`src/hdl/dsuf_pkg.sv`:
```
// Package with shared types and constants for the union-find core.
`default_nettype none
package dsuf_pkg;
	localparam int unsigned NODE_W = 8;
	localparam int unsigned RANK_W = 4;
	localparam int unsigned SIZE_W = 9;
	localparam logic [RANK_W-1:0] RANK_MAX = '1;
	localparam logic [SIZE_W-1:0] SIZE_MAX = '1;
	localparam logic ACT_QUERY = 1'b0;
	localparam logic ACT_UNION = 1'b1;
	localparam logic POLICY_RANK = 1'b0;
	localparam logic POLICY_SIZE = 1'b1;
	localparam int unsigned REG_LINK_POLICY = 0;

	typedef struct packed {
		logic                  action;
		logic [NODE_W-1:0]     node_a;
		logic [NODE_W-1:0]     node_b;
	} req_t;

	typedef struct packed {
		logic [NODE_W-1:0]     root_a;
		logic [NODE_W-1:0]     root_b;
		logic                  same_set;
		logic [NODE_W-1:0]     final_root;
	} rsp_t;

	// Controller to datapath commands.
	typedef struct packed {
		logic load;        // capture request, start walk from node_a
		logic read;        // issue parent read at walk pointer
		logic step;        // advance walk from read data
		logic restart;     // begin compression walk at start node
		logic wr_comp;     // write root to walk node and advance
		logic save_a;      // root of a found, start b
		logic save_b;      // root of b found
		logic rd_meta;     // read rank/size of both roots
		logic link;        // perform the link writes
		logic finish;      // load output register
	} cmd_t;

	// Datapath to controller status.
	typedef struct packed {
		logic at_root;     // read data equals walk pointer
		logic comp_done;   // compression walk reached the root
		logic same;        // roots equal
		logic unite;       // action is union
	} sts_t;
endpackage
`default_nettype wire

```
`src/hdl/dsuf_ctrl.sv`:
```
// Controller state machine sequencing the find, compress and link steps.
`default_nettype none
module dsuf_ctrl (
	input  wire logic          clk,
	input  wire logic          arst_n,
	input  wire logic          in_valid,
	output logic               in_ready,
	output logic               out_valid,
	input  wire logic          out_ready,
	input  wire logic          clr_done,
	input  wire dsuf_pkg::sts_t sts,
	output dsuf_pkg::cmd_t     cmd
);
	import dsuf_pkg::*;

	typedef enum logic [10:0] {
		S_CLEAR  = 11'b00000000001,
		S_IDLE   = 11'b00000000010,
		S_RD     = 11'b00000000100,
		S_FIND   = 11'b00000001000,
		S_CRD    = 11'b00000010000,
		S_COMP   = 11'b00000100000,
		S_META   = 11'b00001000000,
		S_METAW  = 11'b00010000000,
		S_LINK   = 11'b00100000000,
		S_DONE   = 11'b01000000000,
		S_WAIT   = 11'b10000000000
	} state_t;

	state_t state_q, state_d;
	logic   second_q;
	logic   out_valid_q;

	assign out_valid = out_valid_q;
	// Output register frees when taken; a new item waits only for the engine.
	assign in_ready = (state_q == S_IDLE);

	always_comb begin
		state_d = state_q;
		cmd = '0;
		case (state_q)
			S_CLEAR: if (clr_done) state_d = S_IDLE;
			S_IDLE: begin
				if (in_valid) begin
					cmd.load = 1'b1;
					state_d = S_RD;
				end
			end
			S_RD: begin
				cmd.read = 1'b1;
				state_d = S_FIND;
			end
			S_FIND: begin
				if (sts.at_root) begin
					cmd.restart = 1'b1;
					state_d = S_CRD;
				end else begin
					cmd.step = 1'b1;
					state_d = S_RD;
				end
			end
			S_CRD: begin
				if (sts.comp_done) begin
					if (!second_q) begin
						cmd.save_a = 1'b1;
						state_d = S_RD;
					end else begin
						cmd.save_b = 1'b1;
						state_d = S_META;
					end
				end else begin
					cmd.read = 1'b1;
					state_d = S_COMP;
				end
			end
			S_COMP: begin
				cmd.wr_comp = 1'b1;
				state_d = S_CRD;
			end
			S_META: begin
				if (sts.unite && !sts.same) begin
					cmd.rd_meta = 1'b1;
					state_d = S_METAW;
				end else begin
					state_d = S_DONE;
				end
			end
			S_METAW: state_d = S_LINK;
			S_LINK: begin
				cmd.link = 1'b1;
				state_d = S_DONE;
			end
			S_DONE: begin
				if (!out_valid_q || out_ready) begin
					cmd.finish = 1'b1;
					state_d = S_IDLE;
				end else begin
					state_d = S_WAIT;
				end
			end
			S_WAIT: begin
				if (out_ready) begin
					cmd.finish = 1'b1;
					state_d = S_IDLE;
				end
			end
			default: state_d = S_IDLE;
		endcase
	end

	always_ff @(posedge clk or negedge arst_n) begin
		if (!arst_n) begin
			state_q <= S_CLEAR;
			second_q <= 1'b0;
			out_valid_q <= 1'b0;
		end else begin
			state_q <= state_d;
			if (cmd.load) second_q <= 1'b0;
			else if (cmd.save_a) second_q <= 1'b1;
			if (cmd.finish) out_valid_q <= 1'b1;
			else if (out_ready) out_valid_q <= 1'b0;
		end
	end
endmodule
`default_nettype wire

```
`config.mk`:
```
export PLATFORM = sky130hd
export DESIGN_NAME = dsuf_ctrl
export DESIGN_NICKNAME = d
export VERILOG_FILES = /design/src/hdl/dsuf_pkg.sv /design/src/hdl/dsuf_ctrl.sv
export SDC_FILE = /design/constraint.sdc
export NUM_CORES = 1
export LEC_CHECK = 0
export BUFFER_PORTS_ARGS = -buffer_cell sky130_fd_sc_hd__buf_2
export CAP_MARGIN = 5
export CORE_MARGIN = 4
export CORE_UTILIZATION = 30
export DETAILED_ROUTE_END_ITERATION = 7
export RECOVER_POWER = 50
export SKIP_LAST_GASP = 1
export SYNTH_ARGS = -nofsm -noshare
export SYNTH_HDL_FRONTEND = slang
export SYNTH_SLANG_ARGS = --single-unit
```
`constraint.sdc`:
```
create_clock -name clk -period 2 [get_ports clk]
set_input_delay 0.3 -clock clk [delete_from_list [all_inputs] [get_ports clk]]
set_output_delay 0.3 -clock clk [all_outputs]
set_load 0.03 [all_outputs]
```
Word level (Yosys, flattened, before mapping)
Index checks and enable logic that the tools add are counted. W data, S select, Z words.

Word-level logic and storage cells: 55. Output and inout bits: 12. Input bits: 9. Register bits after elaboration: 13.

Muxes and demuxes: 31. Eq/ne operators: 14. Reductions and logical operators: 7.

Operator list (count): $pmux W11 S11 (1); $mux W11 (4); $mux W1 (17); $mux W7 (2); $eq A11 B1 Y1 const B (1); $eq A11 B10 Y1 const B (1); $eq A11 B11 Y1 const B (1); $eq A11 B2 Y1 const B (1); $eq A11 B3 Y1 const B (1); $eq A11 B4 Y1 const B (1); $eq A11 B5 Y1 const B (1); $eq A11 B6 Y1 const B (1); $eq A11 B7 Y1 const B (1); $eq A11 B8 Y1 const B (1); $eq A11 B9 Y1 const B (1); $mux W10 (1); $mux W2 (3); $ne A2 B2 Y1 const B (3); $mux W5 (1); $pmux W1 S2 (2); $reduce_bool A2 Y1 (2); $reduce_and A3 Y1 (1); $logic_not A1 Y1 (2); $logic_and A1 B1 Y1 (1); $logic_or A1 B1 Y1 (1).

Depth between registers and ports, before layout
Gate-level depths: netlist of the first run.

Depth in word-level cells: 5. Depth in mapped cells: 5. Mapped depth without buffers: 4.

Least setup slack after synthesis of the first run
Ideal clock, no wire load.

Kind: reg2out. Start: register state_q[8]. End: output port cmd[9] (netlist name). Setup slack: -0.203 ns. Stages on the path, launching flop included: 5. Path buffers: 0. Data required time: 1.700 ns. Data arrival time: 1.903 ns. Cell sequence: dfrtp_1 > or4_4 > nor4_4 > nand2_2 > inv_1.

RTL lines: start: declaration (RTL line dsuf_ctrl.sv:30) `state_t state_q, state_d;`; start signal: assignment (RTL line dsuf_ctrl.sv:117) `state_q <= state_d;`; end: declaration (RTL line dsuf_ctrl.sv:12) `output dsuf_pkg::cmd_t cmd`.

==> metrics.txt, run 1 <==
number of hold violations in the final report 0; Synth Area in Adders 0%; fmax 450.1 MHz; setup slack, reg-to-reg between 0.1 and 0.15 ns; worst r2r src state_q[10]$_DFFE_PN0P_; kind of critical path reg -> out; Final HPWL DP ~1700 um; routed via count approximately 860; Core Box Area 0.002522 sq mm; Chip Width 59.83 um; status finished with violations; port bufs 20; reg2reg path depth 7; sw power between 0.4 and 0.5 mW; period utilization 111.1%; Place WS 0.02400 ns; Routed Antenna Nets 0; Synth async-reset ratio 100.0%; maximum VDD drop around 0.59 mV; initial antenna violation count 0; setup ws final -0.2216 ns; CP endpoint kind output port; Ant. Diodes 0; syn nets 98; first-pass GRT wire length approximately 4000 um; layout net count roughly 150; worst hold path cell count 2; Leakage 0.6074 nW; Vias/cell approximately 5.1; critical path launch point type flip-flop; RSZ-0062 raised after global routing yes; synthesized cell area between 800 and 900 sq um; Synth Area in Compound Gates between 10 and 15%; EDFF count, synth 0; delay-heaviest family, CP simple AND/OR/NAND/NOR gates; XOR/XNOR Fraction of Synth Area ~3.3%; io pins 21; share of layout cells above drive strength 1 55.07%; sequential fraction of the synthesis area between 40% and 50%; worst-skew pair later-pin latency around 0.28 ns; Die Ht approximately 60 um; cell count after synthesis a little under 90; Yosys cell types 33; final design utilization about half; minimum clock period between 2 and 2.5 ns; # rows 18; Hold Crit Class in -> reg; power density cells between 900 and 1000 mW/mm^2; Worst path depth 5; routed len/inst between 10 and 15 um; delay of the slowest critical-path stage around 0.54 ns; Post-Synth Simple-Gate Area between 30 and 40%; Hold Path End state_q[7]$_DFFE_PN0P_; H-tree depth 1; Synth Flop Type dfrtp_1; slowest CP cell or4_4; area grow syn2layout 58.38%; max_slew headroom 50.02%; GRT Util Overall 14.97%; Max clock buf depth 2; Seq cells post-synth 13; Hold Path Origin sts[1]; sequential share of power between 20% and 30%; Max Cap Viol 0; FF-to-FF End state_q[2]$_DFFE_PN0P_; internal power consumption ~0.74 mW; Clock power frac 14.1%; violated checks negative setup slack; clk_skew ~0.007 ns; Slew Viols, Final 0; crit-path cells or4_4, nor3_4, and4b_1, or2_1, buf_6; mux contribution to synthesized area 0%; global route total overflow 0; Num CTS Buffers 3; final WL about 2400 um; Detailed Routing Iterations Pass 1 4; clock sink count 13; Comb power frac between 60 and 70%; CP Buf/Inv Count 1; routability cong. 0.8535; arrival time at the worst endpoint 1.92 ns; Crit Path Max Fanout 4; DRC viols 0; synth warn 0; setup violators final 9; Total Die Area around 0.0036 sq mm; actual slew at the worst max-slew pin 0.7497 ns; CTS root buf clkbuf_4; Initial DRC Count 30; largest net degree at the start of global routing 14; vias in the first global route roughly 900; fillcell total 247; CTS tree built; Clock transition at path regs ~0.090 ns; Sw Share between 40% and 50%; CP required around 1.7 ns; Avg Cell Area, Syn 9.054 sq um; main combinational cell family by area after synthesis simple AND/OR/NAND/NOR gates; Initial Utilization a little under a third
## registers in the layout (all words and copies together), names as in the netlist
register / count
state_q: 11
second_q: 1
out_valid: 1
## worst reg2reg max path, stage by stage (launching register included)
cell	delay, ns
dfrtp_1	0.41
or4_4	0.54
nor3_4	0.19
nand4_2	0.14
buf_4	0.16
buf_4	0.11
buf_4	0.13
o221ai_2	0.15
## cells in the final DEF, fill, tap and decap left out, drive strengths merged
| master | count |
|---|---|
| a21boi | 1 |
| and4b | 1 |
| nor4b | 1 |
| xor2 | 3 |
| o22ai | 1 |
| nand2 | 4 |
| clkbuf | 5 |
| or2 | 4 |
| nor3b | 2 |
| or4 | 2 |
| or4b | 1 |
| o21bai | 1 |
| nor4 | 1 |
| a21oi | 3 |
| o21ai | 7 |
| o31ai | 1 |
| nor2b | 3 |
| inv | 7 |
| o32ai | 2 |
| dfstp | 1 |
| nor2 | 14 |
| and3 | 2 |
| o221ai | 1 |
| nand4 | 5 |
| clkinv | 1 |
| dfrtp | 12 |
| nor3 | 6 |
| nand2b | 1 |
| dlygate4sd3 | 1 |
| a2bb2oi | 1 |
| buf | 43 |
## worst max path at each step
| stage | startpoint | endpoint | slack [ns] |
|---|---|---|---|
| final | state_q[10]$_DFFE_PN0P_ | cmd[8] | -0.22 |
| after global routing | state_q[8]$_DFFE_PN0P_ | cmd[8] | -0.35 |
| after CTS | state_q[8]$_DFFE_PN0P_ | cmd[8] | -0.24 |
| after detailed placement | state_q[8]$_DFFE_PN0P_ | cmd[8] | 0.02 |
| after global placement | state_q[8]$_DFFE_PN0P_ | cmd[8] | 0.05 |
| after floorplan | state_q[8]$_DFFE_PN0P_ | cmd[3] | -0.11 |
## cells in the mapped netlist (3+ instances only)
library cell	n	area (sq um)
a21oi_1	3	15.01
xor2_1	3	26.28
nand2_1	3	11.26
o21ai_0	7	35.03
nor2b_1	3	18.77
nor2_1	14	52.55
inv_1	7	26.28
nor3_1	5	25.02
nand4_1	4	25.02
dfrtp_1	12	300.3
## metal layers
layer  vias to the layer above  share of wire, %  GRT usage (%)
met2                        16                54          25.93
met3                         4               2.6          2.376
met5                         -                 0              0
met4                         0               1.2          6.329
li1                        422                 -              -
met1                       417                42          18.17
## power groups by stage
stage | clock, mW | combinational (mW) | sequential (mW)
2_1_floorplan | 0 | 0.383 | 0.330
3_3_place_gp | 0 | 0.582 | 0.321
3_5_place_dp | 0 | 0.595 | 0.321
4_1_cts | 0.175 | 0.697 | 0.318
5_1_grt | 0.189 | 0.800 | 0.323
6_report | 0.173 | 0.740 | 0.319
## per-stage QoR
step	std cells	cell area (sq um)	power, mW	hold WS (ns)	setup TNS, ns
6_report	168	1276	1.232	0.2059	-1.406
5_1_grt	168	1276	1.312	0.2070	-2.300
4_1_cts	163	1184	1.190	0.2027	-1.463
3_5_place_dp	151	1052	0.9158	0.2120	0
3_3_place_gp	151	1052	0.9027	0.2077	0
2_1_floorplan	89	822.0	0.7122	0.004409	-0.3234
## cells by family (layout without fill, tap and decap cells)
family	Yosys count	after routing
AOI/OAI and AO/OA	18	18
xor gates and xnor gates	3	3
buffers and inverters	8	57
DFF	13	13
and+or+nand+nor	47	47
## what timing repair did
action | 4_1_cts | 5_1_grt
hold buffers | 1 | 0
endpoints found under the hold margin | 12 | 0
cloned | 0 | 0
gates resized for setup | 14 | 18
buffers inserted | 7 | 7
pin swaps | 7 | 9
endpoints found under the setup margin | 10 | 10
## layout make-up
cell class                      count  area, sq um  share of cell area (%)
Clock inverter                      1        5.005                  0.3922
Inverter                            7        28.78                   2.255
Clock buffer                        3        22.52                   1.765
Timing Repair Buffer               46        342.8                   26.86
Multi-Input combinational cell     68        509.2                   39.90
Tap cell                           30        37.54                   2.941
Sequential cell                    13        330.3                   25.88
Power figures use the tool's default switching activity.
==> run 2, diff against run 1 <==
==> constraint.sdc (replaced) <==
create_clock -name clk -period 2.6 [get_ports clk]
set_input_delay 0.26 -clock clk [delete_from_list [all_inputs] [get_ports clk]]
set_output_delay 0.26 -clock clk [all_outputs]
set_load 0.03 [all_outputs]
==> run 2 against run 1 <==
Net effect:
- the flow now finishes without violations
- utilization decreased by 12 points
- flip-flop and latch count unchanged
- non-clock buffer count decreased by 25
- final area decreased by 24%
- worst hold slack got worse by 0.030 ns
- first-iteration DRC count decreased by 47%
- final cell count decreased by 15%
- wire length decreased by 26%
- die area unchanged
==> metrics.txt, run 2 (same netlist as run 1, synthesis figures left out) <==
status complete, no violations; actual slew at the worst max-slew pin around 0.68 ns; CTS tree built; max FFs per register 11; CTS root buf clkbuf_4; setup violators final 0; Max clock buf depth 2; layout net count between 100 and 150; initial antenna violation count 0; first-pass GRT wire length between 2000 and 3000 um; max_slew headroom 54.54%; power density cells 776.0 mW/mm^2; Hold Crit Class in -> reg; share of layout cells above drive strength 1 between 20 and 30%; Vias/cell between 5 and 6; # rows 18; period utilization about nine tenths; Total Die Area 0.003579 sq mm; Post-CTS Setup Bufs 0; Num CTS Buffers 3; cell count after placement approximately 140; CP endpoint kind output port; global route total overflow 0; maximum VDD drop approximately 0.31 mV; routed len/inst between 10 and 15 um; most common cell after layout, fill and taps aside buf_2; Core Box Area about 0.0025 sq mm; hold slack around 0.18 ns; reg2reg path depth 4; worst hold path cell count 2; Leakage around 0.47 nW; post-cts sizing count 0; port bufs 20; Ant. Diodes 0; RSZ-0062 raised after global routing no; most frequent cells in the layout buf_2 (18), nor2_1 (14), dfrtp_1 (12); kind of critical path reg -> out; Place WS ~0.5 ns; Cell Count, Final, Fillers Out 143; area grow syn2layout 20.65%; Final HPWL DP between 1000 and 1500 um; Initial Utilization a little under a third; Max Cap Viol 0; clk_skew ~0.00076 ns; Total Power approximately 0.75 mW; setup_tns 0 ns; routed via count roughly 740; Crit Path Max Fanout 7; fmax roughly 420 MHz; Initial DRC Count 16; Detailed Routing Iterations Pass 1 4; Die Ht 59.83 um; H-tree depth 1; clock sink count 13; DRC viols 0; final WL ~1800 um; worst-skew pair later-pin latency 0.27 ns; Slew Viols, Final 0; routability cong. 0.8331; GRT Util Overall 10.99%; Clock transition at path regs ~0.080 ns; Chip Width between 50 and 60 um; setup ws final 0.2118 ns; minimum clock period 2.388 ns; Routed Antenna Nets 0; arrival time at the worst endpoint 2.13 ns; Post-CTS Hold Buffers 1; largest net degree at the start of global routing 14; Largest Register state_q; vias in the first global route slightly below 700; io pins 21; number of hold violations in the final report 0; critical path launch point type flip-flop; CP required between 2 and 2.5 ns
==> run 2: worst paths after layout <==
check                                             from                endpoint  slack, ns
worst max-delay path            state_q[8]$_DFFE_PN0P_                  cmd[8]       0.21
worst min-delay path                            sts[1]  state_q[7]$_DFFE_PN0P_       0.18
worst max register to register  state_q[8]$_DFFE_PN0P_    second_q$_DFFE_PN0P_       0.80
worst min register to register  state_q[0]$_DFFE_PN1P_  state_q[0]$_DFFE_PN1P_       0.55
max in group asynchronous                       arst_n  state_q[1]$_DFFE_PN0P_       1.64
min in group asynchronous                       arst_n  state_q[3]$_DFFE_PN0P_       0.53
==> run 2: critical path, stage by stage (launching register included) <==
cell and delay (ns):
dfrtp_1 0.44, or4_4 0.61, nor3_4 0.25, and4b_1 0.26
or2_1 0.11, buf_2 0.19
==> run 2: final cells by class <==
type / count / area (sq um)
Inverter: 7 / 26.28
Multi-Input combinational cell: 68 / 447.9
Clock buffer: 4 / 26.28
Fill cell: 268 / 1550
Sequential cell: 13 / 326.6
Tap cell: 30 / 37.54
Timing Repair Buffer: 21 / 107.6
==> run 2: where the power goes <==
part           switching, mW  internal (mW)  leakage [nW]  total, mW
clock                 0.0652         0.0594        0.0150      0.125
combinational          0.220          0.151         0.285      0.371
sequential            0.0346          0.224         0.174      0.259
==> run 2: through the flow <==
| stage | utilization [%] | instance area [sq um] |
|---|---|---|
| finish | 38.54 | 972.2 |
| global route | 38.54 | 972.2 |
| CTS | 38.64 | 974.7 |
| detailed placement | 37.20 | 938.4 |
| global placement | 37.20 | 938.4 |
| floorplan | - | 805.8 |
==> run 2: per-layer routing <==
| metal | vias to the layer above | global-route usage, % | share of wire [%] |
|---|---|---|---|
| li1 | 368 | - | - |
| met1 | 345 | 14.13 | 44 |
| met2 | 18 | 16.98 | 47 |
| met3 | 6 | 2.160 | 4.6 |
| met4 | 0 | 6.329 | 3.8 |
| met5 | - | 0 | 0 |
==> run 3, diff against run 2 <==
--- a/config.mk
+++ b/config.mk
@@ -7,6 +7,7 @@
 export LEC_CHECK = 0
 export BUFFER_PORTS_ARGS = -buffer_cell sky130_fd_sc_hd__buf_2
 export CAP_MARGIN = 5
+export CORE_ASPECT_RATIO = 0.8
 export CORE_MARGIN = 4
 export CORE_UTILIZATION = 30
 export DETAILED_ROUTE_END_ITERATION = 7
==> run 3 against run 2 <==
Net effect:
- die area grew 0.14%
- via count grew 0.27%
- critical path depth is the same
- worst setup slack gained 0.019 ns
- clock skew grew 0.0018 ns
- combinational power shrank 2%
- maximum frequency grew 0.79%
- final area grew 0.77%
- clock power is essentially flat
- global-route usage grew 0.094 points
- largest cell class unchanged
==> metrics.txt, run 3 (same netlist as run 1, synthesis figures left out) <==
status complete, no violations; Reg area ~330 sq um; post-cts sizing count 0; Initial Utilization around a third; power density cells approximately 760 mW/mm^2; H-tree depth 1; Final HPWL DP between 1000 and 1500 um; Max Cap Viol 0; RSZ-0062 raised after global routing no; maximum VDD drop between 0.2 and 0.3 mV; most common cell after layout, fill and taps aside buf_2; Leakage between 0.4 and 0.5 nW; layout net count ~120; Core Box Area roughly 0.0025 sq mm; actual slew at the worst max-slew pin 0.6941 ns; critical path launch point type flip-flop; Vias/cell a little under 5; minimum clock period between 2 and 2.5 ns; vias in the first global route 668; Routed Antenna Nets 0; io pins 21; max FFs per register 11; Slew Viols, Final 0; initial antenna violation count 0; cell count after placement roughly 140; worst-skew pair later-pin latency approximately 0.27 ns; # rows 16; routed len/inst 11.45 um; clock sink count 13; arrival time at the worst endpoint roughly 2.1 ns; clk_skew 0.002542 ns; period utilization 91.14%; Largest Register state_q; max_slew headroom 53.72%; CTS root buf clkbuf_4; Chip Width around 66 um; setup ws final between 0.2 and 0.25 ns; Die Ht 54.36 um; Total Die Area 0.003584 sq mm; global route total overflow 0; Hold Crit Class in -> reg; fillcell total roughly 260; setup violators final 0; Max clock buf depth 2; Detailed Routing Iterations Pass 1 4; Clock transition at path regs roughly 0.080 ns; Initial DRC Count 11; GRT Util Overall between 10% and 20%; largest net degree at the start of global routing 14; CP endpoint kind output port; most frequent cells in the layout buf_2 (18), nor2_1 (14), dfrtp_1 (12); area of the multi-input gates 447.9 sq um; CP required 2.34 ns; number of hold violations in the final report 0; Crit Path Max Fanout 7; area grow syn2layout 21.58%; DRC viols 0; share of layout cells above drive strength 1 between 20 and 30%; routability cong. a little under 0.9; setup_tns 0 ns; Place WS between 0.5 and 0.6 ns; Ant. Diodes 0; fmax about 420 MHz; routed via count between 700 and 800; kind of critical path reg -> out; port bufs 20; Cell Count, Final, Fillers Out 149; final WL about 1700 um; CTS tree built; first-pass GRT wire length about 3000 um; Num CTS Buffers 3
==> run 3: path summary, 6_finish.rpt <==
check | from | endpoint | slack (ns) | cells after the start
max | state_q[8]$_DFFE_PN0P_ | cmd[8] | 0.23 | 5
min | sts[1] | state_q[7]$_DFFE_PN0P_ | 0.17 | 2
max reg2reg | state_q[8]$_DFFE_PN0P_ | state_q[2]$_DFFE_PN0P_ | 0.82 | 4
min reg2reg | state_q[0]$_DFFE_PN1P_ | state_q[0]$_DFFE_PN1P_ | 0.52 | 2
max in group asynchronous | arst_n | state_q[7]$_DFFE_PN0P_ | 1.62 | 2
min in group asynchronous | arst_n | second_q$_DFFE_PN0P_ | 0.54 | 2
==> run 3: metal layers <==
metal / wire length, um / part of all wire, % / vias up / GRT usage [%]
met5: 0 / 0 / - / 0
met4: 16 / 0.94 / 0 / 5.068
met3: 77 / 4.5 / 2 / 2.669
met2: 788 / 46 / 11 / 17.30
met1: 824 / 48 / 352 / 14.66
li1: - / - / 374 / -
==> run 3: power by group <==
part / switching, mW / leakage (nW) / internal (mW)
logic: 0.211 / 0.285 / 0.151
registers: 0.0351 / 0.174 / 0.224
clock network: 0.0628 / 0.0150 / 0.0594
==> run 3: critical path, stage by stage (launching register included) <==
cell,delay (ns)
dfrtp_1,0.45
or4_4,0.61
nor3_4,0.25
and4b_1,0.24
or2_1,0.10
buf_2,0.19
==> run 3: metrics by stage <==
step                      hold WS (ns)  instance area (sq um)  utilization, %  power, mW
after CTS                       0.1567                  982.2           39.25     0.7526
after detailed placement        0.1623                  945.9           37.80     0.6272
after global placement          0.1650                  945.9           37.80     0.6274
after floorplan               -0.03559                  805.8               -     0.5452
after global routing            0.1507                  979.7           39.15     0.8048
final                           0.1659                  979.7           39.15     0.7435
==> run 3: repair_timing <==
item	4_1_cts	5_1_grt
endpoints found under the hold margin	12	0
hold buffers	1	0
setup buffers	0	0
==> run 3: layout make-up <==
class / instances / area share [%]
multi-input cells: 68 / 45.72
flip-flops and latches: 13 / 33.33
repair buffers: 21 / 10.98
well taps: 36 / 4.598
clock buffers: 4 / 2.682
inverters: 7 / 2.682
